--- src/sv/crcc_pkg.sv ---
// Package for the chunk reassembly and CRC check block.
// Holds the request and result structs, status and mode codes, and the CRC-32 byte step.
// No dependencies.
`timescale 1ns / 1ps

package crcc_pkg;

  // Request modes
  localparam logic [1:0] MODE_META  = 2'd0;
  localparam logic [1:0] MODE_CHUNK = 2'd1;
  localparam logic [1:0] MODE_DONE  = 2'd2;
  localparam logic [1:0] MODE_NOP   = 2'd3;

  // Result status codes
  localparam logic [3:0] ST_OK          = 4'd0;
  localparam logic [3:0] ST_BAD_VERSION = 4'd1;
  localparam logic [3:0] ST_REPLACED    = 4'd2;
  localparam logic [3:0] ST_TOO_LARGE   = 4'd3;
  localparam logic [3:0] ST_ORPHAN      = 4'd4;
  localparam logic [3:0] ST_RANGE       = 4'd5;
  localparam logic [3:0] ST_CRC_OK      = 4'd6;
  localparam logic [3:0] ST_CRC_BAD     = 4'd7;
  localparam logic [3:0] ST_INCOMPLETE  = 4'd8;
  localparam logic [3:0] ST_IDLE_DONE   = 4'd9;

  // CRC-32, reflected form
  localparam logic [31:0] CRC_POLY = 32'hEDB8_8320;
  localparam logic [31:0] CRC_INIT = 32'hFFFF_FFFF;

  localparam logic [7:0] LINK_VERSION_RST = 8'd1;

  typedef struct packed {
    logic [1:0]  mode;
    logic [7:0]  version;
    logic [31:0] file_id;
    logic [31:0] file_bytes;
    logic [15:0] chunk_count;
    logic [31:0] expected_crc;
    logic [15:0] chunk_index;
    logic [7:0]  chunk_length;
    logic [7:0]  byte_offset;
    logic [7:0]  data_byte;
    logic        chunk_end;
  } in_item_t;

  typedef struct packed {
    logic [3:0]  status;
    logic [31:0] computed_crc;
    logic [31:0] current_file;
    logic [15:0] chunks_seen;
    logic [15:0] chunks_announced;
  } out_item_t;

  // Control from the sequencer to the CRC unit
  typedef struct packed {
    logic       init;
    logic       step;
    logic [7:0] data;
  } crc_ctrl_t;

  // Fold one byte into the running CRC, LSB first
  function automatic logic [31:0] crc_byte(input logic [31:0] crc_in, input logic [7:0] data);
    logic [31:0] c;
    c = crc_in ^ {24'd0, data};
    for (int b = 0; b < 8; b++) begin
      c = c[0] ? ((c >> 1) ^ CRC_POLY) : (c >> 1);
    end
    return c;
  endfunction

endpackage

--- src/sv/crcc_crc_unit.sv ---
// CRC-32 accumulator: folds one buffer byte per cycle under sequencer control.
// Depends on crcc_pkg.
`timescale 1ns / 1ps

module crcc_crc_unit (
  input  logic                  clk,
  input  crcc_pkg::crc_ctrl_t   ctrl,
  output logic [31:0]           crc
);
  import crcc_pkg::*;

  logic [31:0] crc_r;
  logic [31:0] crc_nxt;

  // Seed, step or hold
  always_comb begin
    crc_nxt = crc_r;
    if (ctrl.init) begin
      crc_nxt = CRC_INIT;
    end else if (ctrl.step) begin
      crc_nxt = crc_byte(crc_r, ctrl.data);
    end
  end

  always_ff @(posedge clk) begin
    crc_r <= crc_nxt;
  end

  // Final inversion
  assign crc = ~crc_r;

endmodule

--- config.mk ---
export PLATFORM = sky130hd
export DESIGN_NAME = crcc_crc_unit
export DESIGN_NICKNAME = d
export VERILOG_FILES = /design/src/sv/crcc_pkg.sv /design/src/sv/crcc_crc_unit.sv
export SDC_FILE = /design/constraint.sdc
export NUM_CORES = 1
export LEC_CHECK = 0
export ABC_AREA = 1
export BUFFER_PORTS_ARGS = -buffer_cell sky130_fd_sc_hd__buf_2
export CAP_MARGIN = 10
export CORE_MARGIN = 1
export CORE_UTILIZATION = 35
export DETAILED_ROUTE_END_ITERATION = 16
export PLACE_DENSITY = 0.55
export SETUP_SLACK_MARGIN = 0.05
export SLEW_MARGIN = 20
export SYNTH_ARGS = -nofsm -noshare
export SYNTH_HDL_FRONTEND = slang
export SYNTH_SLANG_ARGS = --single-unit
export TNS_END_PERCENT = 10
--- constraint.sdc ---
create_clock -name clk -period 1.7 [get_ports clk]
set_input_delay 0.34 -clock clk [delete_from_list [all_inputs] [get_ports clk]]
set_output_delay 0.34 -clock clk [all_outputs]
set_load 0.02 [all_outputs]
# == Word level (Yosys, flattened, before mapping) ==
# Cells that the tools add are included.
# word_totals
latch_bits,0
out_inout_bits,32
n_memories,0
inputBits,11
register_bits,32
ram_bits,0
rom_bits,0
# op_classes
muxes,8
bitwise_logic,10
div,0
n_lt_le_gt_ge,0
eq_ne,0
shifts,0
reduce_logical,0
mul,0
n_addsub,0
# ops
cell,n
$mux 32,8
$not 13->14,8
$not 32->32,1
$xor 32x8->32,1

# == Longest topological paths before layout ==
# Gate-level depths: netlist of run 1.
# logic_depth
word_depth,17
depth_mapped,12
depth_no_buf,12

# == Worst setup path before layout of run 1 ==
# No wires, ideal clock.
# synth_timing
path_kind,reg-to-reg
startpoint,register crc_r[2]
endpoint,register crc_r[25]
synth_period_minus_slack_ps,1280
required_ps,1585
setup_slack_ps,420
t_arrival_ps,1165
path_stages_with_launch,10
setup_ps,115
n_path_buf,0
path_cell_list,dfxtp_1 inv_2 nand2_1 nand2_2 nand2_2 nand2_4 xor2_1 nand2_1 nand3_1 nand2_1
# synth_between
elab_chain_len,12
# synth_rtl
item,line,rtl
start: declaration,crcc_crc_unit.sv:12,logic [31:0] crc_r;
start signal: assignment,crcc_crc_unit.sv:26,crc_r <= crc_nxt;
$xor 32x8->32 (*),crcc_pkg.sv:64,"c = crc_in ^ {24'd0, data};"
$mux 32 (*) (3 in series),crcc_pkg.sv:66,c = c[0] ? ((c >> 1) ^ CRC_POLY) : (c >> 1);
$not 13->14 (no source line),-,
$mux 32 (*) (2 in series),crcc_pkg.sv:66,
$not 13->14 (no source line),-,
$mux 32 (*),crcc_pkg.sv:66,
$not 13->14 (no source line),-,
$mux 32 (*) (2 in series),crcc_pkg.sv:66,
# Every way passes the cells marked *; elsewhere a longest branch is shown, timed or not.
# A chain may end at the register's enable or synchronous reset.

# == Worst setup path in the final report of run 1 ==
# layout_timing
startpoint,register crc_r[5]
endpoint,register crc_r[24]
# layout_between
elab_chain_len,10
# layout_rtl
item,line
$xor 32x8->32 (*),crcc_pkg.sv:64
$mux 32 (*) (7 in series),crcc_pkg.sv:66
$not 13->14 (no source line),-
$mux 32 (*),crcc_pkg.sv:66
# Marked as above.

==> results by group, run 1 <==
Run status
  • Outcome: finished, final reports clean

Clocking
  • CTS Root Buffer Type: clkbuf_8
  • Reg clk slew, reported paths: about 70 ps
  • Max H-tree Level: 2
  • Clock latency on the worst-skew pair: 290 ps
  • Clock sink count: 32
  • CTS Hold Bufs: 0
  • Num CTS Buffers: 5
  • CTS tree: yes
  • Clock Path Buffers: 2

Die
  • Width of the die: ~85 um
  • Core area: ~6500 um2
  • Die ar.: 7232 um2
  • Starting Density: around 37%
  • Site row count: 29
  • Die H: 85.04 um
  • IO Count: 43

Setup path
  • WP data arrival: 1670 ps
  • CP max FO: 11
  • Worst endpoint required time: about 1900 ps
  • Kind of critical path: reg -> reg
  • CP endpoint kind: register
  • Startpoint Class: register

Placed design
  • RePlAce Congestion: 0.7925
  • IO Port Bufs: 42
  • Placed Area: 2746 um2
  • Post-DP HPWL: 5049 um

Global routing
  • GRT Overall Usage: between 20% and 30%
  • First-pass GRT wire length: about 12,000 um
  • Largest net degree at the start of global routing: 29
  • Via count of the first global-routing pass: roughly 2,300
  • Initial antenna violation count: 0
  • Global route overflow: 0

Timing
  • Number of failing hold endpoints at the final stage: 0
  • Max_slew headroom: approximately 77%
  • Final period util: 87.07%
  • RSZ-0062 raised after global routing: no
  • Clock Skew: ~9 ps
  • Final setup TNS: 0 ps
  • Final Setup Violations: 0
  • Slew @ Worst Pin: around 340 ps
  • Count of pins over their slew limit: 0
  • Hold slack: between 400 and 500 ps
  • Max Fclk: 675.6 MHz
  • Clock period minus worst slack: roughly 1500 ps

Detailed routing
  • First-pass DRT Iterations: 4
  • DRC: 0
  • DRT antenna net count: 0
  • Average wire per standard cell: between 10 and 15 um
  • DR iter-0 viols: between 100 and 150
  • Post-Route WL: around 6700 um
  • Via count: 2,458
  • Via density: between 4 and 5

Synth
  • Cell taking the most area after synthesis: dfxtp_1
  • Syn_nets: roughly 400
  • Synthesized cell area: approximately 2400 um2
  • Post-synth ARST share: 0%
  • Synth warn: 0
  • Sequential area share after synthesis: roughly a quarter
  • Gate Count Post-Synth: approximately 380
  • Cells taking the most area after synthesis: dfxtp_1, nand2_1, nand3_1
  • Post-synth top area share: a little over a quarter
  • Number of synthesized flops with an enable pin: 0
  • Yosys reg bits: 32
  • Primary FF master, synth: dfxtp_1
  • Synthesized area per cell: 6.285 um2
  • Count of cell types in the netlist: 27

Flow run
  • Max cap viols: 0

Finish
  • Top reg by flops: crc_r
  • Max reg flops: 32
  • Share of cells above drive strength 1: approximately 25%
  • Diodes inserted: 0
  • Fillers: 711
  • Final nets: approximately 440
  • Regs by FF count: crc_r x32
  • Finished Cell Area: approximately 2900 um2
  • Area grow syn2layout: 18.46%
  • Layout Utilization: 44.02%

Power
  • Pleak: ~1.7 nW
  • PwrDens: roughly 1100 nW/um2
  • Maximum vdd drop: 0.3970 mV

Hold path
  • Worst Hold Class: in -> reg
-- path summary, 6_finish.rpt --
check	startpoint	end	slack, ps	cells past startpoint
worst max-delay path	crc_r[5]	crc_r[24]	220	9
worst min-delay path	ctrl[9]	crc_r[29]	430	4
worst max register to register	crc_r[5]	crc_r[24]	220	9
worst min register to register	crc_r[24]	crc_r[24]	480	2
-- cell families (layout without fill, tap and decap cells) --
logic type / count (synthesis) / in the layout / share of synthesized area (%)
XOR/XNOR: 24 / 24 / 9.798
buffers and inverters: 65 / 114 / 10.68
AND/OR/NAND/NOR: 214 / 214 / 41.94
flip-flops: 32 / 32 / 26.54
AO/OA/AOI/OAI: 49 / 49 / 11.04
-- power by group --
| group | switching, mW | total [mW] | leakage (nW) | internal (mW) |
|---|---|---|---|---|
| Sequential | 0.0820 | 0.935 | 0.267 | 0.853 |
| Combinational | 0.942 | 1.44 | 1.34 | 0.500 |
| Clock | 0.305 | 0.666 | 0.0503 | 0.361 |
| Total | 1.33 | 3.04 | 1.65 | 1.71 |
-- critical path, cell delays in order (launching register included) --
cell	delay, ps
dfxtp_1	380
inv_2	50
nand2_1	90
nand2_4	180
xnor2_4	220
nand2_1	150
nand2_2	120
nand2_1	50
nand3_1	80
nand2_1	60
-- per-layer routing --
metal | vias to the layer above | track usage [%] | share of wire (%)
li1 | 1289 | - | -
met1 | 1107 | 27.35 | 48
met2 | 53 | 33.43 | 46
met3 | 9 | 3.696 | 4.5
met4 | 0 | 7.242 | 1.5
met5 | - | 0 | 0
-- per-stage QoR --
stage,instances,setup WS [ps],total power [mW]
2_1_floorplan,384,419.8,2.014
3_3_place_gp,503,5.227,2.370
3_5_place_dp,503,-1.162,2.379
4_1_cts,510,152.2,3.053
5_1_grt,510,53.31,3.310
6_report,510,219.8,3.043
-- timing repair --
action / CTS / global route
buffers inserted: 0 / 0
hold endpoints to repair: 0 / 0
setup endpoints to repair: 2 / 3
resized for setup: 1 / 1
-- synth_stat cells (2+ instances only) --
library cell / count
nand2_1: 132
inv_1: 42
nand3_1: 36
dfxtp_1: 32
a21oi_1: 28
nand2_2: 22
xor2_1: 20
nand2_4: 12
inv_2: 11
nor2_1: 8
clkbuf_1: 7
o211ai_1: 7
o21ai_1: 7
o21ai_0: 6
xnor2_1: 2
-- area by class of cell --
| class | instances | area [um2] | share of cell area [%] |
|---|---|---|---|
| inverter | 55 | 209.0 | 7.309 |
| clock buffer | 7 | 96.34 | 3.370 |
| timing repair buffer | 52 | 285.3 | 9.978 |
| multi-input combinational | 287 | 1531 | 53.57 |
| sequential | 32 | 640.6 | 22.41 |
| tap | 77 | 96.34 | 3.370 |
-- cells in the final DEF, fill, tap and decap left out --
master      n
nand2_1   132
inv_1      42
buf_2      42
nand3_1    36
dfxtp_1    32
a21oi_1    28
nand2_2    21
xor2_1     20
nand2_4    13
inv_2      11
buf_4      10
nor2_1      8
o211ai_1    7
o21ai_1     7
clkbuf_8    7
o21ai_0     6
xnor2_4     2
xnor2_1     2
clkinv_1    1
or2_0       1
inv_4       1
nor2_4      1
nand3_2     1
or2_2       1
o221ai_1    1
Note: power is estimated with default switching activity, not from simulation.
==> run 2: changes to the inputs <==
- CORE_UTILIZATION: 35 -> 44
- PLACE_DENSITY: 0.55 -> 0.66
==> results by group, run 2 (synthesized netlist as in run 1, its figures left out) <==
Timing
  • Slew @ Worst Pin: 366.1 ps (+22.74 ps)
  • Max_slew headroom: 75.44% (-1.6 points)
  • Final Setup Violations: 0 (unchanged)
  • Hold slack: 481.3 ps (+48.15 ps)
  • Number of failing hold endpoints at the final stage: 0 (unchanged)
  • Final period util: 83.81% (-3.3 points)
  • Clock period minus worst slack: 1425 ps (-55.38 ps)
  • Clock Skew: 8.355 ps (-0.4761 ps)
  • Count of pins over their slew limit: 0 (unchanged)
  • Max Fclk: 701.8 MHz (+3.9%)
  • Final setup TNS: 0 ps (unchanged)
  • Final WS setup: 275.2 ps (+55.38 ps)
  • RSZ-0062 raised after global routing: no

Finish
  • Commonest non-fill, non-tap cell in the layout: nand2_1
  • Area grow syn2layout: 16.64%
  • Top reg by flops: crc_r
  • Final nets: 440 (-0.90%)
  • Share of cells above drive strength 1: 24.42% (-0.99 points)
  • Fillers: 568 (-20%)
  • Regs by FF count: crc_r x32
  • Max reg flops: 32 (unchanged)
  • Commonest non-fill, non-tap cells in the layout: nand2_1, inv_1, buf_2
  • Diodes inserted: 0 (unchanged)

Power
  • PwrDens: 1060 nW/um2 (-0.44%)
  • Clock share of power: 21.3% (-0.6 points)
  • Maximum vdd drop: 0.4854 mV (+22%)
  • Switching Power: 1.316 mW (-0.99%)
  • Pleak: 1.633 nW (-1.3%)
  • Combinational power share: 47.5% (about the same)
  • Internal power: 1.667 mW (-2.7%)
  • Sequential power share: 31.3% (+0.6 points)
  • Power consumption: 2.983 mW (-2.0%)
  • Sw Ratio: 44.11% (+0.43 points)

Hold path
  • Worst Hold Class: reg -> reg

Detailed routing
  • First-pass DRT Iterations: 4 (unchanged)
  • DRC: 0 (unchanged)
  • Via count: 2,469 (+0.45%)
  • Average wire per standard cell: 12.63 um (-4.1%)
  • Post-Route WL: 6313 um (-6.0%)
  • DR iter-0 viols: 148 (+8.0%)
  • DRT antenna net count: 0 (unchanged)
  • Via density: 4.938 (+2.5%)

Clocking
  • CTS Root Buffer Type: clkbuf_8
  • Reg clk slew, reported paths: 70 ps (about the same)
  • Clock latency on the worst-skew pair: 290 ps (about the same)
  • # Post-CTS Setup Buffers: 0 (unchanged)
  • Max H-tree Level: 2 (unchanged)
  • CTS tree: yes
  • Clock sink count: 32 (unchanged)
  • CTS Hold Bufs: 0 (unchanged)
  • CTS resizes: 0 (-1)
  • Num CTS Buffers: 5 (unchanged)
  • Clock Path Buffers: 2 (unchanged)

Global routing
  • First-pass GRT wire length: 10,390 um (-10%)
  • GRT Overall Usage: 22.60% (+2.0 points)
  • Global route overflow: 0 (unchanged)
  • Via count of the first global-routing pass: 2,192 (-6.2%)
  • Largest net degree at the start of global routing: 29 (unchanged)
  • Initial antenna violation count: 0 (unchanged)

Die
  • Die ar.: 5786 um2 (-20%)
  • Width of the die: 76.07 um (-11%)
  • Starting Density: 46.37% (+9.2 points)
  • Core area: 5205 um2 (-20%)
  • Die H: 76.07 um (-11%)
  • IO Count: 43 (unchanged)
  • Site row count: 26 (-10%)

Flow run
  • Max cap viols: 0 (unchanged)

Setup path
  • CP endpoint kind: register
  • CP max stage cell: dfxtp_1
  • Cells along the critical path: inv_2 > nand2_1 > nand2_4 > xnor2_2 > nand2_1 > nand2_2 > nand2_1 > nand3_1 > nand2_1
  • WP data arrival: 1610 ps (-60 ps)
  • CP bufs+invs: 1 (unchanged)
  • Worst endpoint required time: 1890 ps (about the same)
  • Internal reg-to-reg setup slack: 280 ps (+60 ps)
  • Startpoint Class: register
  • CP most frequent cell: nand2_1
  • Top delay family on crit path: simple AND/OR/NAND/NOR gates
  • Slowest Stage Delay on Critical Path: 360 ps (-20 ps)
  • Kind of critical path: reg -> reg
  • CP max FO: 11 (unchanged)

Run status
  • Outcome: finished, final reports clean

Placed design
  • RePlAce Congestion: 0.8331 (+5.1%)
  • Pre-CTS setup slack: 118.5 ps (+119.6 ps)
  • Post-DP HPWL: 4564 um (-9.6%)
  • IO Port Bufs: 42 (unchanged)
[run 2: final timing paths]
check                                 end      start  cells after the start
worst max-delay path            crc_r[24]   crc_r[5]                      9
worst min-delay path            crc_r[16]  crc_r[16]                      2
worst max register to register  crc_r[24]   crc_r[5]                      9
worst min register to register  crc_r[16]  crc_r[16]                      2
[run 2: stage by stage]
| step | utilization, % | instances | area (um2) |
|---|---|---|---|
| after floorplan | - | 384 | 2414 |
| after global placement | 52.26 | 492 | 2720 |
| after CTS | 53.99 | 500 | 2810 |
| after detailed placement | 52.26 | 492 | 2720 |
| final | 54.09 | 500 | 2815 |
| after global routing | 54.09 | 500 | 2815 |
[run 2: area by class of cell]
| class | instances | area (um2) | area share, % |
|---|---|---|---|
| Multi-Input combinational cell | 287 | 1520 | 54.00 |
| Sequential cell | 32 | 640.6 | 22.76 |
| Timing Repair Buffer | 48 | 267.8 | 9.511 |
| Inverter | 55 | 209.0 | 7.422 |
| Clock buffer | 8 | 90.09 | 3.200 |
| Tap cell | 70 | 87.58 | 3.111 |
[run 2: metal layers]
metal  GRT usage (%)  share of wire [%]
met5               0                  0
met4           7.308                1.1
met3           2.515                5.7
met2           40.36                 47
met1           28.23                 46
[run 2: tightest hold or removal path, cell delays in order (launching register included)]
cell and delay, ps:
dfxtp_1 330, a21oi_1 70, nand2_1 60
[run 2: power by group through the flow]
stage | Sequential [mW] | Clock, mW | Combinational, mW
after detailed placement | 0.950 | 0 | 1.40
after global placement | 0.948 | 0 | 1.38
after CTS | 0.933 | 0.637 | 1.41
after global routing | 0.950 | 0.658 | 1.58
final | 0.933 | 0.634 | 1.42
after floorplan | 0.931 | 0 | 1.08
